File: config.mk
export PLATFORM = sky130hd
export DESIGN_NAME = lsc_div
export DESIGN_NICKNAME = d
export VERILOG_FILES = /design/src/rtl/lsc_pkg.sv /design/src/rtl/lsc_div.sv
export SDC_FILE = /design/constraint.sdc
export NUM_CORES = 1
export LEC_CHECK = 0
export ABC_AREA = 1
export BUFFER_PORTS_ARGS = -buffer_cell sky130_fd_sc_hd__buf_2
export CORE_MARGIN = 2
export CORE_UTILIZATION = 30
export DETAILED_ROUTE_END_ITERATION = 10
export PLACE_DENSITY_LB_ADDON = 0.1
export SYNTH_ARGS = -nofsm -noshare
export SYNTH_HDL_FRONTEND = slang
export SYNTH_SLANG_ARGS = --single-unit
File: constraint.sdc
create_clock -name clk -period 5.2 [get_ports clk]
set_input_delay 1.04 -clock clk [delete_from_list [all_inputs] [get_ports clk]]
set_output_delay 1.04 -clock clk [all_outputs]
set_load 0.01 [all_outputs]
File: src/rtl/lsc_pkg.sv
// shared types and constants for the line segment clipper
package lsc_pkg;

  localparam int COORD_BITS = 16;

  typedef logic signed [COORD_BITS-1:0] coord_t;
  typedef logic signed [COORD_BITS:0]   delta_t;

  typedef struct packed {
    coord_t start_x;
    coord_t start_y;
    coord_t end_x;
    coord_t end_y;
  } seg_t;

  typedef struct packed {
    logic   visible;
    coord_t clip_start_x;
    coord_t clip_start_y;
    coord_t clip_end_x;
    coord_t clip_end_y;
  } clip_t;

  typedef struct packed {
    coord_t left;
    coord_t right;
    coord_t bottom;
    coord_t top;
  } window_t;

  typedef enum logic [1:0] {
    REG_LEFT   = 2'd0,
    REG_RIGHT  = 2'd1,
    REG_BOTTOM = 2'd2,
    REG_TOP    = 2'd3
  } reg_idx_t;

  // one divider operand pair: numerator sign, magnitude and divisor
  typedef struct packed {
    logic                  neg;
    logic [COORD_BITS-1:0] num;
    logic [COORD_BITS-1:0] den;
  } lane_t;

  typedef struct packed {
    coord_t start;
    delta_t delta;
    logic   par;
  } axis_side_t;

  typedef struct packed {
    axis_side_t x;
    axis_side_t y;
    logic       par_ok;
  } side_t;

endpackage

File: src/rtl/lsc_div.sv
// pipelined restoring divider, one quotient bit per stage, saturating above 1.0
module lsc_div #(
  parameter int FRAC_BITS = 16
) (
  input  logic                        clk,
  input  logic                        en,
  input  lsc_pkg::lane_t              lane,
  output logic signed [FRAC_BITS+1:0] t
);
  import lsc_pkg::*;

  localparam int QW = FRAC_BITS + 1;
  localparam int TW = FRAC_BITS + 2;
  localparam logic [QW-1:0] Q_ONE = QW'(1) << FRAC_BITS;

  logic [COORD_BITS-1:0] rem [0:FRAC_BITS];
  logic [COORD_BITS-1:0] den [0:FRAC_BITS];
  logic [QW-1:0]         quo [0:FRAC_BITS];
  logic                  sat [0:FRAC_BITS];
  logic                  neg [0:FRAC_BITS];

  logic                  ge0;
  logic                  sat0;

  always_comb begin
    sat0 = {1'b0, lane.num} >= {lane.den, 1'b0};
    ge0  = lane.num >= lane.den;
  end

  always_ff @(posedge clk) begin
    if (en) begin
      rem[0] <= ge0 ? lane.num - lane.den : lane.num;
      den[0] <= lane.den;
      quo[0] <= {{(QW-1){1'b0}}, ge0};
      sat[0] <= sat0;
      neg[0] <= lane.neg;
    end
  end

  for (genvar k = 1; k <= FRAC_BITS; k++) begin : g_step
    logic [COORD_BITS:0] r2;
    logic                ge;
    always_comb begin
      r2 = {rem[k-1], 1'b0};
      ge = r2 >= {1'b0, den[k-1]};
    end
    always_ff @(posedge clk) begin
      if (en) begin
        rem[k] <= ge ? COORD_BITS'(r2 - {1'b0, den[k-1]}) : r2[COORD_BITS-1:0];
        den[k] <= den[k-1];
        quo[k] <= {quo[k-1][QW-2:0], ge};
        sat[k] <= sat[k-1];
        neg[k] <= neg[k-1];
      end
    end
  end

  always_comb begin
    if (neg[FRAC_BITS]) begin
      t = '1;
    end else if (sat[FRAC_BITS] || quo[FRAC_BITS] > Q_ONE) begin
      t = TW'(Q_ONE) + TW'(1);
    end else begin
      t = TW'(quo[FRAC_BITS]);
    end
  end

endmodule

# Word-level counts from Yosys, hierarchy flattened
# Memory sizes are Yosys's and may differ from the RTL's.
# Cells that the tools add are included.
[op_classes] addsub=17 n_lt_le_gt_ge=19 mux=21 reduce_logical=1
[ops] operator="17-bit by 16-bit >= comparator with 1-bit output" n=16
[ops] operator="16-bit two-way mux" n=17
[ops] operator="16-bit subtractor" n=17
[ops] operator="18-bit two-way mux" n=1
[ops] operator="16-bit by 17-bit >= comparator with 1-bit output" n=1
[ops] operator="17-bit greater-than comparator, second input constant" n=1
[ops] operator="17-bit two-way mux" n=1
[ops] operator="16-bit >= comparator" n=1
[ops] operator="1-bit two-way mux" n=2
[ops] operator="1-bit logical OR" n=1
[word_totals] reg_bits=0 mem_bits_rw=867 in_bits=35 elab_cells=63 n_memories=5
[mem_list] name="quo" depth=17 width=17 read_ports=17 rd_clocked_by_memory_dff=0 write_ports=17 line="lsc_div.sv:18" text="logic [QW-1:0] quo [0:FRAC_BITS];"
[mem_list] name="den" depth=17 width=16 read_ports=16 rd_clocked_by_memory_dff=0 write_ports=17 line="lsc_div.sv:17" text="logic [COORD_BITS-1:0] den [0:FRAC_BITS];"
[mem_list] name="rem" depth=17 width=16 read_ports=16 rd_clocked_by_memory_dff=0 write_ports=17 line="lsc_div.sv:16" text="logic [COORD_BITS-1:0] rem [0:FRAC_BITS];"
[mem_list] name="neg" depth=17 width=1 read_ports=17 rd_clocked_by_memory_dff=0 write_ports=17 line="lsc_div.sv:20" text="logic neg [0:FRAC_BITS];"
[mem_list] name="sat" depth=17 width=1 read_ports=17 rd_clocked_by_memory_dff=0 write_ports=17 line="lsc_div.sv:19" text="logic sat [0:FRAC_BITS];"

# Logic depth before layout (Yosys ltp)
# An unclocked memory read counts as a cell.
[depth] depth_word=5 depth_mapped=15 mapped_depth_nobuf=13

# Worst setup path before layout
# No wires, ideal clock.
[synth_path] kind="in2reg" from="in lane[16] (netlist name)" to="mem rem[0][11] (data pin)" setup_time_ns=0.253 t_arrival_ns=2.438 required_time_ns=4.947 slack_ns=2.509 cell_stages=14 cell_sequence="inv_1 -> ha_1 -> fa_1 -> inv_1 -> nand2_1 -> nand2_1 -> nand3_1 -> nand3_1 -> nand2_1 -> nand2_1 -> inv_1 -> buf_4 -> nand2_1 -> nand2_1"
[synth_rtl] element="from (decl)" line="lsc_div.sv:7" text="input lsc_pkg::lane_t lane,"
[synth_rtl] element="to (decl)" line="lsc_div.sv:16"

==> summary by stage <==
Critical path
The cell that appears most often on the critical path is sky130_fd_sc_hd__nand3_1. The cell with the biggest individual delay on the critical path is sky130_fd_sc_hd__edfxtp_1. The worst-case reg-to-reg path depth is 9. The cell family with the largest share of critical-path delay is simple AND/OR/NAND/NOR gates. STA puts the critical path data required time at 4.16 ns. The launching point of the worst reg2reg path is rem[0][124]$_DFFE_PP_. The combined buffer and inverter count along the critical path is 1.

The kind of critical path is flop to output port. The type of destination of the critical path is an output port. The critical path goes through or2_2 > nor3_1 > nand3_1 > nand2_2 > nand3_1 > nand2_1 > buf_2. On the worst path, the slowest cell contributes a delay of 0.39 ns. The end of the worst register-to-register path is rem[0][137]$_DFFE_PP_. The setup slack on the worst flop-to-flop path is 2.67 ns. The largest fanout on the critical path is 16. For the worst setup path, the data arrival time is 2.22 ns. The critical path ends at t[2]. The critical path launch point type is a flop. The worst setup path startpoint is quo[0][276]$_DFFE_PP_. The number of stages on the worst setup path is 7.

Finish
Relative to the synthesized area, the layout overhead comes to 12.4%. The number of antenna diodes in the final layout is 0. Once layout is done, the placed cells without fillers occupy 47800 µm². The count of filler cells inserted in the layout is 14800.

The net count of the finished layout is 5457. Summing all multi-input logic gate instances after layout gives 17600 µm². The area taken by flip-flops and latches is 21000 µm². Of the cells placed in the final design, the portion with a size suffix greater than 1 is 0.0674. After the flow finishes, the layout carries non-filler instances totaling 7086.

Yosys
The largest total area in the synthesized netlist belongs to sky130_fd_sc_hd__edfxtp_1. The total standard cell area after synthesis is 42600 µm². The synthesized netlist cell count is 5018.

In the synthesized netlist the dominant register cell turns out to be sky130_fd_sc_hd__edfxtp_1. The register bit total from synthesis is 699. Counting flops with a built-in enable in the synthesized netlist gives 699. The share of the synthesized area in the top cell type is 0.493. Among all cell types in the netlist, the one instantiated most often is sky130_fd_sc_hd__nand2_1. The number of nets produced by synthesis is 5355. After synthesis, the most frequently instantiated cells are 1868 x sky130_fd_sc_hd__nand2_1, 903 x sky130_fd_sc_hd__inv_1, 699 x sky130_fd_sc_hd__edfxtp_1. In the synthesized netlist the async set-or-reset flop fraction comes to 0. In the post-synthesis netlist, the biggest area contributors are sky130_fd_sc_hd__edfxtp_1 49%, sky130_fd_sc_hd__nand2_1 16%, sky130_fd_sc_hd__ha_1 8.4%, sky130_fd_sc_hd__inv_1 8.0%, sky130_fd_sc_hd__nand3_1 3.5%. The proportion of synthesized chip area in sequential cells is 0.493.

Synthesis instantiated 36 different standard cells from the library. The average instance in the mapped netlist occupies 8.48 µm². The count of yosys warnings during synthesis is 0.

Floorplanning
The core region is 141000 µm². During I/O placement, the number of pins put on the boundary was 53. The floorplan step defined a die boundary enclosing 145000 µm². The number of cell rows is 138. The effective utilization at floorplan is 0.301. The die outline height is 381 µm. The horizontal die dimension is 381 µm.

STA
The worst clock skew is 0.0317 ns. The worst pin sits at a relative slew slack of 0.468. The final number of max-transition violations is 0. The share of the clock period used by the worst path after layout is 0.626. Setup repair after global routing left no endpoint under its margin. For this run, the top clock speed supported by timing is 307 MHz. The count of endpoints failing hold in the final timing report came to 0. The sum of negative setup slack is 0 ns. Setup violations remaining at the end of the flow were counted as 0. The worst-margin pin slew is 0.798 ns. The shortest period the worst path allows is 3.26 ns.

Hold path
The tightest min-delay check is of the flop to flop type. Along the worst hold path, the cell count comes to 0.

GRT
The first global-routing pass estimated 179000 µm of wire. The initial antenna violation count is 0. The total overflow left after global routing is 0.

Across every metal layer, demand over resource in global routing totals 0.159. Entering global routing, the biggest net connects 143 pins. The number of global-route vias before repair was 30900.

Placed design
At the end of routability-driven placement, the weighted congestion stood at 0.839. The instance area after placement is 44900 µm². The final HPWL from detailed placement is 88900 µm. The number of buffers added on ports is 52.

Including well taps, the total number of placed cells is 6919.

Clock tree
TritonCTS built the clock tree. The CTS sink count is 699. The root buffer selected by CTS is sky130_fd_sc_hd__clkbuf_16. Gates resized during post-CTS repair numbered 0.

Clock-pin slew was measured on the worst setup and hold paths at 0.06 ns. The number of buffers on the longest clock path is 3. For this design, the CTS-stage hold fixing added 0 buffers.

The clock tree synthesis step divided the H-tree into 3 levels. The number of post-CTS setup repair buffers is 0. The clock reaches the later pin of the worst-skew pair after 0.69 ns. The CTS buffer count is 89.

Detailed routing
After detailed routing, the average wire length per cell comes to 16.3 µm. Before antenna repair, the detailed router went through 7 iterations. The via count normalized by instance count is 4.42. The detail route stage leaves a number of antenna-violating nets equal to 0.

Summed over all layers, the routed wires come to 115000 µm. The routed layout has 31300 vias. The number of remaining DRC errors is 0. The iteration-0 DRC count of the detailed router is 1682.

Power
The leakage component of the power is 23.0 nW. The completed layout was analyzed and its total power is 26.7 mW. For this design the ratio of total power to cell area is 558 nW/µm².

IR analysis of the VDD net gives a maximum drop of 0.000232 V.

Run status
The run finished with clean final reports.

Job
Max-cap violations in this run came to 0.
## logic make-up after synthesis
group                    synth area share
AO/OA/AOI/OAI                      0.0230
buffers and inverters              0.0926
AND/OR/NAND/NOR                     0.277
flip-flops                          0.493
XOR/XNOR                           0.0226
adder cells (fa/ha/maj)            0.0916
## state kept, by name, indices dropped and copies added (netlist names)
name / count
sat: 17
quo: 153
den: 256
neg: 17
rem: 256
## cell usage in the layout (no fill, tap or decap), drive strengths merged, types with 6 or more instances in the layout
master    synthesis  layout
nor3             40      40
edfxtp          699     699
nor2            261     261
ha              286     286
nand3           317     317
bufinv            0      10
xor2             74      74
clkbuf            7     112
buf              46      64
a21oi           166     166
and2             53      53
clkinvlp          0       6
nand2          1918    1918
nand4            74      74
o21ai            25      25
nand3b           54      54
xnor2            36      36
inv             917     925
clkinv            0      31
or2              25      25
fa               16      16
## layer usage
layer  part of all wire  track usage
met2               0.48        0.275
met1               0.46        0.206
met3              0.032       0.0221
met4              0.025       0.0436
met5                  0            0
## power by group
group	internal [mW]	leakage (nW)	switching (mW)
Combinational	3.85	14.7	7.59
Clock	3.73	1.43	2.55
Sequential	8.08	6.85	0.920
## per-stage QoR
step	utilization	worst slack, ns	hold WS (ns)
global route	0.339	1.70	0.409
CTS	0.339	1.83	0.396
detailed placement	0.318	2.12	0.405
finish	0.339	1.94	0.396
global placement	0.318	2.03	0.401
floorplan	-	2.51	0.400
## area by class of cell
type / instances / area share
clock inverter: 55 / 0.0124
sequential: 699 / 0.439
multi-input combinational: 3349 / 0.369
timing repair buffer: 64 / 0.00884
tap: 1890 / 0.0494
inverter: 917 / 0.0727
clock buffer: 112 / 0.0493
## how the worst min path moves through the flow
| stage | start | end |
|---|---|---|
| floorplan | neg[0][9]$_DFFE_PP_ | neg[0][10]$_DFFE_PP_ |
| global route | quo[0][70]$_DFFE_PP_ | quo[0][88]$_DFFE_PP_ |
| detailed placement | quo[0][138]$_DFFE_PP_ | quo[0][156]$_DFFE_PP_ |
| CTS | quo[0][222]$_DFFE_PP_ | quo[0][240]$_DFFE_PP_ |
| finish | quo[0][222]$_DFFE_PP_ | quo[0][240]$_DFFE_PP_ |
| global placement | quo[0][51]$_DFFE_PP_ | quo[0][69]$_DFFE_PP_ |
No activity file was read; power rests on OpenSTA's default activity.
