## config.mk

```make
export PLATFORM = sky130hd
export DESIGN_NAME = lsc_back
export DESIGN_NICKNAME = d
export VERILOG_FILES = /design/src/rtl/lsc_pkg.sv /design/src/rtl/lsc_back.sv
export SDC_FILE = /design/constraint.sdc
export NUM_CORES = 2
export LEC_CHECK = 0
export BUFFER_PORTS_ARGS = -buffer_cell sky130_fd_sc_hd__buf_2
export CAP_MARGIN = 20
export CORE_MARGIN = 4
export CORE_UTILIZATION = 30
export DETAILED_ROUTE_END_ITERATION = 8
export GPL_TIMING_DRIVEN = 0
export SLEW_MARGIN = 15
export SYNTH_ARGS = -nofsm -noshare
export SYNTH_HDL_FRONTEND = slang
export SYNTH_SLANG_ARGS = --single-unit
```

## constraint.sdc

```tcl
create_clock -name clk -period 9.1 [get_ports clk]
set_clock_uncertainty 0.1 [all_clocks]
set_input_delay 2.275 -clock clk [delete_from_list [all_inputs] [get_ports clk]]
set_output_delay 2.275 -clock clk [all_outputs]
set_load 0.01 [all_outputs]
```

## src/rtl/lsc_pkg.sv

```systemverilog
// shared types and constants for the line segment clipper
package lsc_pkg;

  localparam int COORD_BITS = 16;

  typedef logic signed [COORD_BITS-1:0] coord_t;
  typedef logic signed [COORD_BITS:0]   delta_t;

  typedef struct packed {
    coord_t start_x;
    coord_t start_y;
    coord_t end_x;
    coord_t end_y;
  } seg_t;

  typedef struct packed {
    logic   visible;
    coord_t clip_start_x;
    coord_t clip_start_y;
    coord_t clip_end_x;
    coord_t clip_end_y;
  } clip_t;

  typedef struct packed {
    coord_t left;
    coord_t right;
    coord_t bottom;
    coord_t top;
  } window_t;

  typedef enum logic [1:0] {
    REG_LEFT   = 2'd0,
    REG_RIGHT  = 2'd1,
    REG_BOTTOM = 2'd2,
    REG_TOP    = 2'd3
  } reg_idx_t;

  // one divider operand pair: numerator sign, magnitude and divisor
  typedef struct packed {
    logic                  neg;
    logic [COORD_BITS-1:0] num;
    logic [COORD_BITS-1:0] den;
  } lane_t;

  typedef struct packed {
    coord_t start;
    delta_t delta;
    logic   par;
  } axis_side_t;

  typedef struct packed {
    axis_side_t x;
    axis_side_t y;
    logic       par_ok;
  } side_t;

endpackage

```

## src/rtl/lsc_back.sv

```systemverilog
// bound merge, interpolation multiply and rounding into the output register
module lsc_back #(
  parameter int FRAC_BITS = 16
) (
  input  logic                        clk,
  input  logic                        rst,
  input  logic                        en,
  input  logic                        in_valid,
  input  lsc_pkg::side_t              side,
  input  logic signed [FRAC_BITS+1:0] ta_x,
  input  logic signed [FRAC_BITS+1:0] tb_x,
  input  logic signed [FRAC_BITS+1:0] ta_y,
  input  logic signed [FRAC_BITS+1:0] tb_y,
  output logic                        out_valid,
  output lsc_pkg::clip_t              out
);
  import lsc_pkg::*;

  localparam int TW = FRAC_BITS + 2;
  localparam int PW = FRAC_BITS + COORD_BITS + 3;
  localparam logic signed [TW-1:0] T_ONE = TW'(1) << FRAC_BITS;
  localparam logic signed [PW-1:0] T_HALF = PW'(1) << (FRAC_BITS - 1);

  // merge stage
  logic signed [TW-1:0] t_in_c;
  logic signed [TW-1:0] t_out_c;
  logic                 ok_c;

  logic                 m_valid;
  side_t                m_side;
  logic [FRAC_BITS:0]   m_t_in;
  logic [FRAC_BITS:0]   m_t_out;
  logic                 m_ok;

  always_comb begin
    t_in_c  = '0;
    t_out_c = T_ONE;
    if (!side.x.par) begin
      if (ta_x > t_in_c) t_in_c = ta_x;
      if (tb_x < t_out_c) t_out_c = tb_x;
    end
    if (!side.y.par) begin
      if (ta_y > t_in_c) t_in_c = ta_y;
      if (tb_y < t_out_c) t_out_c = tb_y;
    end
    ok_c = side.par_ok && !(t_in_c > t_out_c);
  end

  always_ff @(posedge clk) begin
    if (en) begin
      m_side  <= side;
      m_t_in  <= t_in_c[FRAC_BITS:0];
      m_t_out <= t_out_c[FRAC_BITS:0];
      m_ok    <= ok_c;
    end
  end

  // multiply stage
  logic                 p_valid;
  side_t                p_side;
  logic                 p_ok;
  logic signed [PW-1:0] p_xi;
  logic signed [PW-1:0] p_yi;
  logic signed [PW-1:0] p_xo;
  logic signed [PW-1:0] p_yo;

  always_ff @(posedge clk) begin
    if (en) begin
      p_side <= m_side;
      p_ok   <= m_ok;
      p_xi   <= PW'($signed({1'b0, m_t_in}) * m_side.x.delta);
      p_yi   <= PW'($signed({1'b0, m_t_in}) * m_side.y.delta);
      p_xo   <= PW'($signed({1'b0, m_t_out}) * m_side.x.delta);
      p_yo   <= PW'($signed({1'b0, m_t_out}) * m_side.y.delta);
    end
  end

  // start + floor(t*d + half)
  function automatic coord_t lerp(coord_t s, logic signed [PW-1:0] p);
    logic signed [PW-1:0] v;
    v = (p + T_HALF) >>> FRAC_BITS;
    v = v + PW'(s);
    return v[COORD_BITS-1:0];
  endfunction

  always_ff @(posedge clk) begin
    if (rst) begin
      m_valid   <= 1'b0;
      p_valid   <= 1'b0;
      out_valid <= 1'b0;
    end else if (en) begin
      m_valid   <= in_valid;
      p_valid   <= m_valid;
      out_valid <= p_valid;
    end
  end

  always_ff @(posedge clk) begin
    if (en) begin
      out.visible      <= p_ok;
      out.clip_start_x <= p_ok ? lerp(p_side.x.start, p_xi) : '0;
      out.clip_start_y <= p_ok ? lerp(p_side.y.start, p_yi) : '0;
      out.clip_end_x   <= p_ok ? lerp(p_side.x.start, p_xo) : '0;
      out.clip_end_y   <= p_ok ? lerp(p_side.y.start, p_yo) : '0;
    end
  end

endmodule

```

# Word-level counts from Yosys, hierarchy flattened
# Index checks and enable logic that the tools add are counted.
# word_totals
inputBits	145
ram_bits	0
out_inout_bits	66
romBits	0
n_memories	0
latchBits	0
wordCells	49
register_bits	330
# classes
div	0
bitwise	0
muxes	8
reduce_logical	2
n_eq_ne	0
addsub	8
shifts	0
mul	4
order_cmp	5
# op_table
cell	n
two-way mux 18 bit	8
adder 32 x 17 -> 32 bit, second input constant	4
multiplier 18 x 17 -> 32 bit	4
adder 16 bit	4
> comparator 18 bit	2
> comparator 18 x 1 -> 1 bit, second input constant	1
less-than comparator 18 bit	1
less-than comparator 18 bit, second input constant	1
logical AND 1 bit	1
zero test 1 bit	1

# Logic depth before layout (Yosys ltp)
# depth
ltp_word	9
mapped_depth	27
depth_no_buf	24

# Least setup slack after synthesis
# OpenSTA, ideal clock, no wires.
# synth_timing
path_type	in2reg
startpoint	in ta_x[6]
endpoint	reg m_ok (data pin)
required_time_ps	8846
setup_slack_ps	2497
path_buffers	2
cell_stages	24
t_arrival_ps	6349
setup_ps	154
path_cell_list	nor4_1 > nand4_1 > o41a_1 > clkbuf_1 > nand2_1 > ha_1 > a21o_1 > a21o_1 > a21oi_1 > o21ai_0 > a221oi_1 > and3_1 > nor2_1 > buf_1 > mux2i_1 > ha_1 > a21o_1 > a21o_1 > a21oi_1 > o21a_1 > o21a_1 > o21ai_0 > or3_1 > a21boi_0
# synth_between
elab_chain_len	9
# synth_rtl
item	line_no	source
start, declared	lsc_back.sv:10	input logic signed [FRAC_BITS+1:0] ta_x,
> comparator 18 x 1 -> 1 bit	lsc_back.sv:39	if (ta_x > t_in_c) t_in_c = ta_x;
two-way mux 18 bit (*)	lsc_back.sv:39	
two-way mux 18 bit (*)	lsc_back.sv:38	if (!side.x.par) begin
> comparator 18 bit	lsc_back.sv:43	if (ta_y > t_in_c) t_in_c = ta_y;
two-way mux 18 bit	lsc_back.sv:43	
two-way mux 18 bit (*)	lsc_back.sv:42	if (!side.y.par) begin
named net t_in_c[7]	lsc_back.sv:25	logic signed [TW-1:0] t_in_c;
> comparator 18 bit (*)	lsc_back.sv:46	ok_c = side.par_ok && !(t_in_c > t_out_c);
zero test 1 bit (*)	lsc_back.sv:46	
logical AND 1 bit (*)	lsc_back.sv:46	
named net ok_c	lsc_back.sv:27	logic ok_c;
end signal, assigned	lsc_back.sv:54	m_ok <= ok_c;
end, declared	lsc_back.sv:33	logic m_ok;
# Mark *: on every way through the listed nets, which the timed path passes. The rest lies on a longest branch.
# A chain may end at the register's enable or synchronous reset.

# Worst setup path in the final report
# layout_timing
startpoint	reg m_side[38] (netlist name)
endpoint	reg p_xi[31] (data pin)
# layout_between
elab_chain_len	1
# layout_rtl
item	line_no	source
start, declared	lsc_back.sv:30	side_t m_side;
start signal, assigned	lsc_back.sv:51	m_side <= side;
multiplier 18 x 17 -> 32 bit	lsc_back.sv:71	p_xi <= PW'($signed({1'b0, m_t_in}) * m_side.x.delta);
end signal, assigned	lsc_back.sv:71	
end, declared	lsc_back.sv:62	logic signed [PW-1:0] p_xi;
# No other way between the ends.

==> flow_summary.toml <==
[sta]
fin_ws_ns = 1.217
rsz0062_at_grt = "false"
slew_violations = 0
relSlewSlack = 0.2343
post-route-min-period_ns = 7.883
finalHoldViolCount = 0
timing.fmax_mhz = 126.9
tns_ns = 0
worstMarginPinSlew_ns = 1.148
whs_ns = 0.3159
setup-violations-final = 0
period_share = 0.8662

[die]
rows = 149
die_area_um2 = 173100
fp.dieW_um = 416.1
coreArea_um2 = 165200
die_h_um = 416.1
pin_count = 211
start_util = 0.3025

[critical_path]
crit_type = "flip-flop to flip-flop"
critical_path_buf_inv_count = 4
cp_top_family = "adder cells"
critPathRequiredTime_ns = 9.32
cpMaxStageDelayCell = "edfxtp_1"
cp_max_fo = 10
start_kind = "flip-flop"
cp.depth = 20
cp_common_cell = "fa_1"
slowest_delay_ns = 0.82
path_cells = "clkbuf_1 > nand2_1 > fa_1 > inv_1 > fa_1 > inv_1 > fa_1 > fa_1 > inv_1 > fa_1 > fa_1 > ha_1 > a21o_1 > a2111oi_2 > and3b_1 > a21oi_2 > a21o_1 > a221o_1 > a221oi_2 > xnor2_1"
r2r_cells = 20
cp.arrival_ns = 8.11
critPathCaptureType = "flip-flop"

[placed_design]
gp_congestion = 0.9455
pre_cts_slack_ns = 1.169
place.port_buffers = 210
place_hpwl_um = 129300
dp.cells = 7538

[synthesis]
yosysTopAreaCellShare = 0.3590
ys_warn_count = 0
ys_types = 73
synth_top_area_cell = "fa_1"
synthFlopType = "edfxtp_1"
synth-seq-cells = 270
netlist_area_um2 = 49960
synth_cells = 5135
synthTopCellsByArea = "fa_1, edfxtp_1, ha_1"
synth_edf_count = 267
syn_nets = 6717
syn-mean-instance-area_um2 = 9.730
synthArstFlopShare = 0
synth_sequential_area_ratio = 0.1617

[route]
ant_nets = 0
route.met3.wl_um = 12670
avgRoutedWirePerCell_um = 20.34
m1WireLength_um = 62170
met2_wirelength_um = 72680
top_layer_used = "met4"
routed_wl_um = 155000
drt_pass1_iterations = 5
drc = 0
drt_first_iter_violations = 2311
viasPerCell = 4.765
vias = 36294

[cts]
cts_tree = "built"
clock-sinks = 270
clk_path_buf_depth = 3
cts_resized = 0
numCtsBuffers = 36
hold_buffers = 0
root_buffer = "clkbuf_16"
post_cts_buffers = 0
clk_pin_slew_ns = 0.06
insertion_delay_ns = 0.59
htreeDepth = 2

[layout]
area_growth_pct = 10.13
drive_gt1_frac = 0.05524
fillers = 17072
seq_area_um2 = 8078
final-instance-count-excl-fill = 7617
multiInputGateArea_um2 = 37060
nets = 6969

[grt]
overflow = 0
first_global_vias = 39208
antenna_found_initial = 6
grt_pass1_wl_um = 235800
grtUsageTotal = 0.1802
grt_max_degree = 93

[hold_path]
hold_class = "flip-flop to flip-flop"
min_path_cells = 0

[run_status]
outcome = "finished, final reports clean"

[run]
maxCapViolations = 0
[registers in the layout, summed over array words and instances (netlist names)]
| name | flops |
|---|---|
| m_ok | 1 |
| p_side | 32 |
| out_valid | 1 |
| p_xi | 17 |
| p_yo | 17 |
| m_valid | 1 |
| p_ok | 1 |
| m_t_in | 17 |
| m_side | 66 |
| p_valid | 1 |
| m_t_out | 17 |
| out | 65 |
| p_yi | 17 |
| p_xo | 17 |
[cell usage after synthesis (all sizes together) (3+ instances only)]
master / count
mux2i: 39
nor2b: 14
mux2: 18
buf: 7
a21o: 66
clkbuf: 220
xnor2: 122
ha: 541
a31oi: 14
o311ai: 3
dfxtp: 3
o211ai: 6
or3: 9
a2111oi: 7
a311oi: 3
o21a: 17
fa: 896
nor4: 10
or2: 7
and4: 11
a21oi: 89
xor2: 70
a221oi: 3
o31ai: 16
o21bai: 7
o21ai: 40
o2111ai: 4
and3b: 4
a211oi: 11
nand3: 63
nor2: 99
nor3: 20
inv: 1054
edfxtp: 267
and2: 550
nand2: 680
nand2b: 63
nand4: 24
and3: 26
a21boi: 4
[kinds of logic (layout without fill, tap and decap cells)]
family | after synthesis | after routing | share of synthesized area
other | 1 | 16 | 0.00007505
buffers and inverters | 1281 | 1559 | 0.09661
multiplexers | 57 | 57 | 0.01187
adder cells (fa/ha/maj) | 1437 | 1437 | 0.4945
XOR/XNOR | 192 | 192 | 0.03366
AND/OR/NAND/NOR | 1588 | 1588 | 0.1589
AO/OA/AOI/OAI | 309 | 309 | 0.04275
flip-flops | 270 | 270 | 0.1617
[final timing paths]
path                        start              endpoint  slack [ns]
max          m_side[38]$_DFFE_PP_    p_xi[31]$_DFFE_PP_        1.22
min          m_side[57]$_DFFE_PP_  p_side[57]$_DFFE_PP_        0.32
max reg2reg  m_side[38]$_DFFE_PP_    p_xi[31]$_DFFE_PP_        1.22
min reg2reg  m_side[57]$_DFFE_PP_  p_side[57]$_DFFE_PP_        0.32
[per-layer routing]
layer / global-route usage / vias up
li1: - / 16287
met2: 0.2993 / 1287
met1: 0.2271 / 18427
met3: 0.03833 / 293
met4: 0.07613 / 0
met5: 0 / -
[cell usage in the layout (no fill, tap or decap), types with 7 or more instances in the layout]
cell          n
nor3_1       20
a21o_1       66
xor2_1       70
buf_2       212
o21ai_1       8
nor2b_1      14
nand2_1     680
mux2_1       17
a31oi_1      13
and3_1       26
o21a_1       17
xnor2_1     122
mux2i_1      39
clkbuf_1    225
inv_6         9
o31ai_1      15
o21ai_0      32
and4_1       11
a21oi_1      87
nor2_1       99
and2_1      550
or2_2         7
nor4_1       10
fa_1        896
nand3_1      63
o21bai_1      7
a211oi_1     10
inv_1      1053
diode_2      15
clkbuf_16    36
ha_1        541
edfxtp_1    267
nand4_1      24
or3_1         9
nand2b_1     63
[per-stage QoR]
step / util / area (um2)
global placement: 0.3254 / 53750
detailed placement: 0.3261 / 53860
CTS: 0.3329 / 54990
floorplan: - / 49960
global route: 0.3330 / 55010
finish: 0.3331 / 55030
[layout make-up]
cell class	count	share of cell area
sequential	270	0.1468
multi-input combinational	3584	0.6735
timing repair buffer	214	0.02106
inverter	1054	0.07190
buffer	227	0.01583
antenna	15	0.0006822
clock inverter	23	0.003752
clock buffer	41	0.01671
tap	2189	0.04977
[worst reg2reg max path: stages, from the launching register on]
cell and delay (ns):
edfxtp_1 0.82, clkbuf_1 0.79, nand2_1 0.18, fa_1 0.58
inv_1 0.06, fa_1 0.53, inv_1 0.07, fa_1 0.50
fa_1 0.56, inv_1 0.05, fa_1 0.50, fa_1 0.43
ha_1 0.33, a21o_1 0.20, a2111oi_2 0.46, and3b_1 0.25
a21oi_2 0.12, a21o_1 0.28, a221o_1 0.41, a221oi_2 0.31
xnor2_1 0.10
Power is left out: the tool's default activity adds up to more than one toggle a clock period on the data nets, which glitch-free logic cannot reach.
