--- src/rtl/lsc_pkg.sv ---
// shared types and constants for the line segment clipper
package lsc_pkg;

  localparam int COORD_BITS = 16;

  typedef logic signed [COORD_BITS-1:0] coord_t;
  typedef logic signed [COORD_BITS:0]   delta_t;

  typedef struct packed {
    coord_t start_x;
    coord_t start_y;
    coord_t end_x;
    coord_t end_y;
  } seg_t;

  typedef struct packed {
    logic   visible;
    coord_t clip_start_x;
    coord_t clip_start_y;
    coord_t clip_end_x;
    coord_t clip_end_y;
  } clip_t;

  typedef struct packed {
    coord_t left;
    coord_t right;
    coord_t bottom;
    coord_t top;
  } window_t;

  typedef enum logic [1:0] {
    REG_LEFT   = 2'd0,
    REG_RIGHT  = 2'd1,
    REG_BOTTOM = 2'd2,
    REG_TOP    = 2'd3
  } reg_idx_t;

  // one divider operand pair: numerator sign, magnitude and divisor
  typedef struct packed {
    logic                  neg;
    logic [COORD_BITS-1:0] num;
    logic [COORD_BITS-1:0] den;
  } lane_t;

  typedef struct packed {
    coord_t start;
    delta_t delta;
    logic   par;
  } axis_side_t;

  typedef struct packed {
    axis_side_t x;
    axis_side_t y;
    logic       par_ok;
  } side_t;

endpackage

--- src/rtl/lsc_delay.sv ---
// side data delay line matching the divider depth
module lsc_delay #(
  parameter int DEPTH = 17
) (
  input  logic           clk,
  input  logic           rst,
  input  logic           en,
  input  logic           in_valid,
  input  lsc_pkg::side_t in_side,
  output logic           out_valid,
  output lsc_pkg::side_t out_side
);
  import lsc_pkg::*;

  logic  vld  [0:DEPTH-1];
  side_t data [0:DEPTH-1];

  always_ff @(posedge clk) begin
    if (rst) begin
      for (int i = 0; i < DEPTH; i++) vld[i] <= 1'b0;
    end else if (en) begin
      vld[0] <= in_valid;
      for (int i = 1; i < DEPTH; i++) vld[i] <= vld[i-1];
    end
  end

  always_ff @(posedge clk) begin
    if (en) begin
      data[0] <= in_side;
      for (int i = 1; i < DEPTH; i++) data[i] <= data[i-1];
    end
  end

  assign out_valid = vld[DEPTH-1];
  assign out_side  = data[DEPTH-1];

endmodule

--- config.mk ---
export PLATFORM = sky130hd
export DESIGN_NAME = lsc_delay
export DESIGN_NICKNAME = d
export VERILOG_FILES = /design/src/rtl/lsc_pkg.sv /design/src/rtl/lsc_delay.sv
export SDC_FILE = /design/constraint.sdc
export NUM_CORES = 1
export LEC_CHECK = 0
export BUFFER_PORTS_ARGS = -buffer_cell sky130_fd_sc_hd__clkbuf_2
export CAP_MARGIN = 20
export CORE_ASPECT_RATIO = 0.8
export CORE_UTILIZATION = 35
export CTS_CLUSTER_DIAMETER = 80
export DETAILED_ROUTE_END_ITERATION = 7
export SLEW_MARGIN = 20
export SYNTH_ARGS = -nofsm -noshare
export SYNTH_HDL_FRONTEND = slang
export SYNTH_SLANG_ARGS = --single-unit
--- constraint.sdc ---
create_clock -name clk -period 3.3 [get_ports clk]
set_input_delay 0.66 -clock clk [delete_from_list [all_inputs] [get_ports clk]]
set_output_delay 0.66 -clock clk [all_outputs]
set_load 0.03 [all_outputs]
Word-level counts from Yosys, hierarchy flattened
Memories as Yosys holds them, arrays and structs flattened.
Cells that the tools add are included.

word-level totals
  latch bits = 0
  memory bits (writable) = 1190
  memories kept = 2
  bits in registers = 0
  input bits = 73
  ROM bits = 0

memory list
  name  depth  width  rd ports  clocked after Yosys merged registers in  write ports  line             text
  data  17     69     17        0                                        17           lsc_delay.sv:16  side_t data [0:DEPTH-1];
  vld   17     1      17        0                                        17           lsc_delay.sv:15  logic vld [0:DEPTH-1];

operators by class
  add/sub/neg operators = 0
  div/mod/pow operators = 0
  shift operators = 0
  mux-type cells = 23
  reduce and logical (&&, ||, !) cells = 0
  eq/ne operators = 0
  bitwise operators = 17
  order comparisons = 0
  $mul = 0

operator list
  kind              number
  2-to-1 mux 1 bit  23
  bitwise OR 1 bit  17

Longest topological paths before layout
Gate-level depths: netlist (run 1).

  depth in word-level cells = 4
  gate-level depth with buffers = 2
  gate-level depth less buffers = 1

Least setup slack after synthesis (run 1)
No wires, ideal clock.

  path kind = input -> register
  from = input port rst
  to = memory vld[0][0] (enable)
  stages = 2
  slack = 1.744 ns
  data arrival time = 1.182 ns
  setup time = 0.374 ns
  buffers on the path = 1
  cells stage by stage = buf_6 or2_1

RTL lines
  what         line             text
  from (decl)  lsc_delay.sv:6   input logic rst,
  to (decl)    lsc_delay.sv:15

==> flow_summary.json, run 1 <==
{
  "status": "completed",
  "cp_top_family": "flip-flops",
  "min_period_ns": 1.99,
  "holdPathEnd": "data[0][2]",
  "fp.dieH_um": 289,
  "fmax_mhz": 502,
  "critPathMaxStageDelay_ns": 0.45,
  "timing.rr.start": "vld[0][2]",
  "cts-buffers-inserted": 112,
  "crit_fanout": 1,
  "antenna_found_initial": 0,
  "slew_violations": 0,
  "drt_iter0_drc": 733,
  "r2r_cells": 1,
  "worstHoldStart": "in_side[2]",
  "fin_setup_tns_ns": 0,
  "hpwl_um": 22200,
  "crit_chain": "clkbuf_2",
  "skew_ns": 0.0146,
  "start_util_pct": 35.5,
  "hold_path.class": "in2reg",
  "port_buffers": 142,
  "critical_path_class": "reg2out",
  "ys_types": 5,
  "synth_compound_area_share_pct": 0,
  "slew_headroom_pct": 55.1,
  "detail_route.wl_per_cell_um": 13.7,
  "die_x_um": 360,
  "grt_first_pass_wirelength_um": 62300,
  "synth_top_family_by_area": "simple AND/OR/NAND/NOR gates",
  "p_sw_share_pct": 19.0,
  "endpoint_kind": "primary output",
  "grt_use_total_pct": 7.54,
  "holdBufCountCts": 0,
  "drv_cap": 0,
  "grt_setup_unrepaired": "no",
  "seq_area_frac_synth_pct": 99.5,
  "fp-row-count": 104,
  "p_per_area_nw_per_um2": 730,
  "setup_viol": 0,
  "grt_max_degree": 130,
  "critPathArrivalTime_ns": 1.33,
  "root_buffer": "clkbuf_16",
  "overflow": 0,
  "cts_resized": 0,
  "ir_drop_mv": 0.478,
  "n_fill_cell": 8414,
  "p_sw_mw": 5.87,
  "clockBufferDepth": 3,
  "post_cts_buffers": 0,
  "cpMaxStageDelayCell": "edfxtp_1",
  "grt-busiest-layer": "met2",
  "wl_um": 40000,
  "firstDrtPassIters": 6,
  "most-common-layout-cells": "1190 x edfxtp_1, 141 x clkbuf_2, 114 x clkbuf_16",
  "internal-power_mw": 25.0,
  "boundaryPins": 143,
  "syn_area_per_cell_sq_um": 29.7,
  "worstMarginPinSlew_ns": 0.674,
  "synth_adder_area_share_pct": 0,
  "final_common_cell": "edfxtp_1",
  "n_antenna_cell": 0,
  "area_delta_synth_final_pct": 17.9,
  "critPathBufInv": 1,
  "fin_nets": 1569,
  "htreeDepth": 3,
  "via_count": 11400,
  "r2r_slack_ns": 2.48,
  "drc": 0,
  "path_clk_slew_ns": 0.06,
  "cts_tree": "yes",
  "synth_xor_area_share_pct": 0,
  "yosysWarnings": 0,
  "period_share_pct": 60.4,
  "viasPerCell": 3.91,
  "r2r_end": "vld[0][3]",
  "die_area_sq_um": 104000,
  "antenna_left": 0,
  "leakage_nw": 14.4,
  "clock_latency_ns": 0.66,
  "netlist_instances": 1210,
  "p_clk_share_pct": 40.5,
  "synth.cell_area_sq_um": 35900,
  "cp.required_ns": 2.64,
  "final_layout_size_suffix_gt1_share_pct": 21.9,
  "synth_fp_nets": 1283,
  "cts.sinks": 1190,
  "final_hold_viol_count": 0,
  "place.gp.congestion": 0.741,
  "power_frac_comb_pct": 1.7,
  "synth-simple-area-share_pct": 0.456,
  "fin_hold_ws_ns": 0.168,
  "hold_depth": 1,
  "start_kind": "register",
  "synth_mux_area_share_pct": 0,
  "grt_util_met1_pct": 9.86,
  "ys_seq_elements": 1190,
  "core_area_sq_um": 101000,
  "grt_util_met2_pct": 11.5,
  "met3_usage_pct": 2.01,
  "pwr-share-seq_pct": 57.8,
  "grt_pass1_vias": 11300
}
-- cells in the mapped netlist --
library cell  instances  area, sq um
edfxtp_1           1190        35700
and3b_1              10         87.6
or2_1                 1         6.26
and3b_2               7         70.1
buf_6                 2         22.5
-- power groups by stage --
| stage | registers [mW] | clock network, mW | logic, mW |
|---|---|---|---|
| after CTS | 17.9 | 13.0 | 0.533 |
| after floorplan | 18.2 | 0 | 0.0134 |
| after detailed placement | 18.2 | 0 | 0.533 |
| after global routing | 17.9 | 13.5 | 0.565 |
| after global placement | 18.2 | 0 | 0.509 |
| final | 17.9 | 12.5 | 0.518 |
-- routing by layer --
| metal | vias up | share of wire (%) |
|---|---|---|
| met5 | - | 0 |
| met4 | 0 | 4.1 |
| met3 | 120 | 4.4 |
| met2 | 186 | 46 |
| met1 | 5526 | 46 |
| li1 | 5556 | - |
-- stage by stage --
| stage | setup WS (ns) | cell area (sq um) | total power, mW | std cells | util (%) |
|---|---|---|---|---|---|
| after floorplan | 1.74 | 35900 | 18.2 | 1210 | - |
| after global placement | 1.20 | 38700 | 18.7 | 2707 | 38.3 |
| after detailed placement | 1.12 | 38700 | 18.7 | 2707 | 38.3 |
| after CTS | 1.22 | 42400 | 31.4 | 2916 | 41.9 |
| after global routing | 1.23 | 42400 | 32.0 | 2916 | 41.9 |
| final | 1.31 | 42400 | 30.9 | 2916 | 41.9 |
-- cell type report --
cell class                      count  area, sq um  share of cell area (%)
Clock buffer                      131         2920                    6.88
Multi-Input combinational cell     18          164                   0.387
Timing Repair Buffer              174         1140                    2.68
Tap cell                         1325         1660                    3.91
Clock inverter                     78          759                    1.79
Sequential cell                  1190        35700                    84.3
-- logic make-up after synthesis --
logic type / Yosys count
buffers and inverters: 2
and+or+nand+nor: 18
DFF: 1190
-- worst max path at each step --
stage,cells after the start,end,from,slack (ns)
final,1,out_side[13],data[8][13],1.31
after global routing,1,out_side[5],data[8][5],1.23
after CTS,1,out_side[5],data[8][5],1.22
after detailed placement,2,vld[0][2],en,1.12
after global placement,2,data[7][105],en,1.20
after floorplan,2,vld[0][0],rst,1.74
-- registers in the layout, indices dropped and copies added, names as in the netlist --
register  count
vld          17
data       1173
(Power assumes the default switching activity.)
==> inputs of run 2 (changes only) <==
==> constraint.sdc (replaced) <==
create_clock -name clk -period 2.1 [get_ports clk]
set_input_delay 0.42 -clock clk [delete_from_list [all_inputs] [get_ports clk]]
set_output_delay 0.42 -clock clk [all_outputs]
set_load 0.03 [all_outputs]
==> run 2 against run 1 <==
Effect of this change:
- combinational power up 86%
- sequential power up 57%
- largest power group unchanged
- worst setup slack worse by 0.90 ns
- via count up 2.6%
- count of clock-buffer cells in the layout up 8
==> flow_summary.json, run 2 (synthesis results as in run 1) <==
{
  "status": "completed",
  "wl_um": 40400,
  "viasPerCell": 3.89,
  "p_sw_mw": 9.07,
  "detail_route.wl_per_cell_um": 13.4,
  "drc": 0,
  "core_area_sq_um": 101000,
  "final_layout_size_suffix_gt1_share_pct": 20.9,
  "antenna_found_initial": 1,
  "grt_setup_unrepaired": "no",
  "largestRegisters": "data (1173), vld (17)",
  "cts-buffers-inserted": 112,
  "start_util_pct": 35.5,
  "place_ws_ns": 0.483,
  "crit_fanout": 1,
  "cts.sinks": 1190,
  "min_period_ns": 1.69,
  "hold_path.class": "in2reg",
  "cp.required_ns": 1.68,
  "cp_top_family": "flip-flops",
  "path_clk_slew_ns": 0.06,
  "slew_headroom_pct": 69.2,
  "clock_latency_ns": 0.67,
  "hpwl_um": 22800,
  "clockBufferDepth": 3,
  "die_x_um": 360,
  "largest_reg_flops": 1173,
  "fp.dieH_um": 289,
  "p_per_area_nw_per_um2": 1110,
  "p_sw_share_pct": 19.0,
  "p_clk_share_pct": 39.3,
  "start_kind": "register",
  "fin_nets": 1653,
  "setup_viol": 0,
  "grt_first_pass_wirelength_um": 62400,
  "grt_max_degree": 97,
  "critPathBufInv": 1,
  "via_count": 11700,
  "skew_ns": 0.0380,
  "layout_setup_ws_ns": 0.411,
  "period_share_pct": 80.4,
  "die_area_sq_um": 104000,
  "drv_cap": 0,
  "most-common-layout-cells": "1190 x edfxtp_1, 141 x clkbuf_2, 114 x clkbuf_16",
  "place.gp.congestion": 0.727,
  "fin_util_pct": 42.6,
  "leakage_nw": 14.7,
  "internal-power_mw": 38.8,
  "fmax_mhz": 592,
  "critical_path_class": "reg2out",
  "endpoint_kind": "primary output",
  "fp-row-count": 104,
  "firstDrtPassIters": 4,
  "area_delta_synth_final_pct": 20.0,
  "worstMarginPinSlew_ns": 0.462,
  "pwr-share-seq_pct": 58.7,
  "root_buffer": "clkbuf_16",
  "final_hold_viol_count": 0,
  "slew_violations": 0,
  "ir_drop_mv": 0.652,
  "fin_setup_tns_ns": 0,
  "post_cts_buffers": 0,
  "top_register": "data",
  "grt_pass1_vias": 11900,
  "power_frac_comb_pct": 2.0,
  "final_common_cell": "edfxtp_1",
  "grt_use_total_pct": 7.55,
  "antenna_left": 0,
  "boundaryPins": 143,
  "holdBufCountCts": 69,
  "critPathMaxStageDelay_ns": 0.40,
  "critPathArrivalTime_ns": 1.27,
  "htreeDepth": 3,
  "cpMaxStageDelayCell": "edfxtp_1",
  "n_fill_cell": 8371,
  "drt_iter0_drc": 827,
  "port_buffers": 142,
  "cts_resized": 0,
  "fin_hold_ws_ns": 0.130,
  "crit_chain": "clkbuf_2",
  "overflow": 0,
  "cts_tree": "yes"
}
==> run 2: layout make-up <==
| cell class | count | area (sq um) | share of cell area (%) |
|---|---|---|---|
| diodes | 1 | 2.50 | 0.00580 |
| flip-flops and latches | 1190 | 35700 | 82.9 |
| multi-input cells | 18 | 164 | 0.380 |
| repair buffers | 258 | 2030 | 4.70 |
| clock buffers | 139 | 2950 | 6.83 |
| clock inverters | 72 | 589 | 1.37 |
| well taps | 1325 | 1660 | 3.84 |
==> run 2: power groups by stage <==
| stage | clock network (mW) | registers, mW | logic (mW) |
|---|---|---|---|
| CTS | 19.4 | 28.1 | 0.983 |
| global placement | 0 | 28.6 | 0.841 |
| detailed placement | 0 | 28.6 | 0.878 |
| finish | 18.8 | 28.1 | 0.963 |
| floorplan | 0 | 28.6 | 0.0210 |
| global route | 20.3 | 28.2 | 1.05 |
==> run 2: per-layer routing <==
metal / track usage (%) / wire length (um)
met5: 0 / 0
met4: 4.60 / 1800
met3: 1.93 / 1630
met2: 11.9 / 18700
met1: 9.48 / 18200
==> run 2: worst paths after layout <==
path                 from          end  slack (ns)  depth (start not counted)
min              in_valid    vld[0][0]        0.13                          2
min reg2reg  data[2][122]  data[3][53]        0.41                          0
max reg2reg     vld[0][0]    vld[0][1]        1.27                          1
max            data[8][2]  out_side[2]        0.41                          1
==> run 2: metrics by stage <==
step,area [sq um],instances,power (mW)
floorplan,35900,1210,28.6
global placement,38900,2722,29.4
detailed placement,38900,2722,29.5
CTS,43100,3002,48.5
global route,43100,3003,49.5
finish,43100,3003,47.8
==> inputs of run 3 (changes only) <==
--- a/config.mk
+++ b/config.mk
@@ -5,6 +5,7 @@
 export SDC_FILE = /design/constraint.sdc
 export NUM_CORES = 1
 export LEC_CHECK = 0
+export ABC_AREA = 1
 export BUFFER_PORTS_ARGS = -buffer_cell sky130_fd_sc_hd__clkbuf_2
 export CAP_MARGIN = 20
 export CORE_ASPECT_RATIO = 0.8
==> constraint.sdc (replaced) <==
create_clock -name clk -period 1.6 [get_ports clk]
set_input_delay 0.32 -clock clk [delete_from_list [all_inputs] [get_ports clk]]
set_output_delay 0.32 -clock clk [all_outputs]
set_load 0.03 [all_outputs]
==> run 3 against run 2 <==
Effect of this change:
- count of clock-buffer cells in the layout is 5 higher
- clock skew down 0.010 ns
- non-clock buffer count rose by 26
- sequential cell count is the same
- cell count grew 1.3%
- combinational power rose by 47%
- worst setup slack got worse by 0.41 ns
- largest cell class unchanged
==> flow_summary.json, run 3 <==
{
  "antenna_found_initial": 1,
  "power_mw": 63.5,
  "ys_types": 6,
  "fin_cells": 3043,
  "timing.rr.start": "vld[0][11]",
  "synth.top_cell.area_share_pct": 99.6,
  "grt_pass1_vias": 12100,
  "grt_first_pass_wirelength_um": 64700,
  "largestRegisters": "data (1173), vld (17)",
  "clockBufferDepth": 3,
  "hold_path.class": "in2reg",
  "period_share_pct": 99.8,
  "worstMarginPinSlew_ns": 0.479,
  "place.gp.congestion": 0.742,
  "synth_edf_count": 1190,
  "fp.dieH_um": 288,
  "cp.depth": 1,
  "via_count": 11900,
  "n_fill_cell": 8313,
  "overflow": 0,
  "boundaryPins": 143,
  "firstDrtPassIters": 5,
  "p_per_area_nw_per_um2": 1450,
  "r2r_cells": 2,
  "antenna_left": 0,
  "slew_violations": 0,
  "crit_path_end": "out_side[47]",
  "synth.cell_area_sq_um": 35900,
  "drc": 0,
  "skew_ns": 0.0277,
  "crit_fanout": 1,
  "cpMaxStageDelayCell": "edfxtp_1",
  "fin_util_pct": 43.3,
  "synth_top_area_cell": "edfxtp_1",
  "start_kind": "register",
  "cp.required_ns": 1.28,
  "status": "completed",
  "clock_latency_ns": 0.67,
  "grt_use_total_pct": 7.83,
  "viasPerCell": 3.91,
  "p_sw_share_pct": 18.8,
  "crit_chain": "buf_8",
  "synthArstFlopShare_pct": 0,
  "p_sw_mw": 12.0,
  "setup_viol": 0,
  "slew_headroom_pct": 68.0,
  "critPathBufInv": 1,
  "path_clk_slew_ns": 0.06,
  "drv_cap": 0,
  "cts_tree": "yes",
  "largest_reg_flops": 1173,
  "port_buffers": 142,
  "cp-startpoint": "data[8][47]",
  "pwr-share-seq_pct": 58.1,
  "critical_path_class": "reg2out",
  "grt_setup_unrepaired": "yes",
  "critPathMaxStageDelay_ns": 0.45,
  "ys_seq_elements": 1190,
  "synth_flop_cell": "edfxtp_1",
  "internal-power_mw": 51.6,
  "fp-row-count": 104,
  "top_register": "data",
  "leakage_nw": 14.9,
  "cp_top_family": "flip-flops",
  "ir_drop_mv": 0.915,
  "dp_cells": 2766,
  "final_common_cell": "edfxtp_1",
  "core_area_sq_um": 101000,
  "synth_fp_nets": 1301,
  "cts.sinks": 1190,
  "final_layout_size_suffix_gt1_share_pct": 21.3,
  "syn_area_per_cell_sq_um": 29.2,
  "detail_route.wl_per_cell_um": 13.6,
  "placed_cell_area_sq_um": 39200,
  "die_x_um": 360,
  "area_delta_synth_final_pct": 21.9,
  "root_buffer": "clkbuf_16",
  "fin_nets": 1698,
  "post_cts_buffers": 0,
  "power_frac_comb_pct": 2.2,
  "start_util_pct": 35.5,
  "seq_area_frac_synth_pct": 99.6,
  "htreeDepth": 3,
  "netlist_instances": 1228,
  "fin_hold_ws_ns": 0.138,
  "final_hold_viol_count": 0,
  "p_clk_share_pct": 39.7,
  "synth_area_leaders": "edfxtp_1 100%, inv_1 0.19%, nor2_1 0.18%",
  "endpoint_kind": "primary output",
  "most-common-layout-cells": "1190 x edfxtp_1, 113 x clkbuf_16, 99 x clkbuf_2",
  "yosysWarnings": 0,
  "die_area_sq_um": 104000,
  "critPathArrivalTime_ns": 1.28,
  "post-synth-top-count-cell": "edfxtp_1",
  "min_period_ns": 1.60,
  "final_cell_area_sq_um": 43800,
  "r2r_slack_ns": 0.86,
  "wl_um": 41300,
  "grt_max_degree": 85,
  "hpwl_um": 24000,
  "r2r_end": "vld[0][12]",
  "drt_iter0_drc": 731,
  "cts-buffers-inserted": 112,
  "ys_top_cells_by_count": "1190 x edfxtp_1, 18 x inv_1, 17 x nor2_1",
  "fmax_mhz": 626
}
-- run 3: cell types whose count changed after synthesis, sizes merged --
cell and change:
buf -1, inv +18, and3b -17, nand2 +1, nor2 +17
-- run 3: area by class of cell --
type                    count  area, sq um  share of cell area, %
inverters                  18         67.6                  0.154
diodes                      1         2.50                0.00572
multi-input cells          19         81.3                  0.186
repair buffers            284         2620                   6.00
well taps                1325         1660                   3.79
flip-flops and latches   1190        35700                   81.7
clock buffers             144         2940                   6.73
clock inverters            62          647                   1.48
-- run 3: power by group through the flow --
stage	combinational, mW	clock, mW	sequential (mW)
5_1_grt	1.54	27.3	37.0
4_1_cts	1.44	26.1	36.9
6_report	1.42	25.2	36.9
3_3_place_gp	1.19	0	37.5
2_1_floorplan	0.0292	0	37.5
3_5_place_dp	1.24	0	37.6
-- run 3: worst min-delay path by stage --
stage                      from           end  slack (ns)  depth (start not counted)
global placement    data[7][46]  data[7][115]        0.40                          0
floorplan           data[0][31]  data[0][100]        0.40                          0
CTS                         rst     vld[0][5]        0.09                          3
finish                      rst     vld[0][9]        0.14                          3
detailed placement  data[0][51]  data[0][120]        0.40                          0
global route                 en  data[2][116]        0.11                          2
-- run 3: kinds of logic after synthesis --
| group | count (synthesis) | share of synthesized area, % |
|---|---|---|
| flip-flops | 1190 | 99.6 |
| AND/OR/NAND/NOR | 19 | 0.227 |
| buffers and inverters | 19 | 0.220 |
-- run 3: metal layers --
metal / vias to the layer above / global-route usage [%] / wire length (um)
met5: - / 0 / 0
met4: 0 / 4.86 / 1910
met3: 122 / 1.86 / 1650
met2: 202 / 12.1 / 19200
met1: 5773 / 10.1 / 18500
li1: 5804 / - / -
-- run 3: timing repair --
action,in CTS,in global routing
endpoints found under the setup margin,34,31
hold endpoints to repair,70,0
hold buffers,70,0
resized for setup,64,28
-- run 3: stage by stage --
stage | TNS (ns) | setup slack, ns
after floorplan | 0 | 0.569
after global placement | 0 | 0.194
after CTS | -0.657 | -0.0688
final | 0 | 0.00365
after global routing | -0.554 | -0.0566
after detailed placement | 0 | 0.154
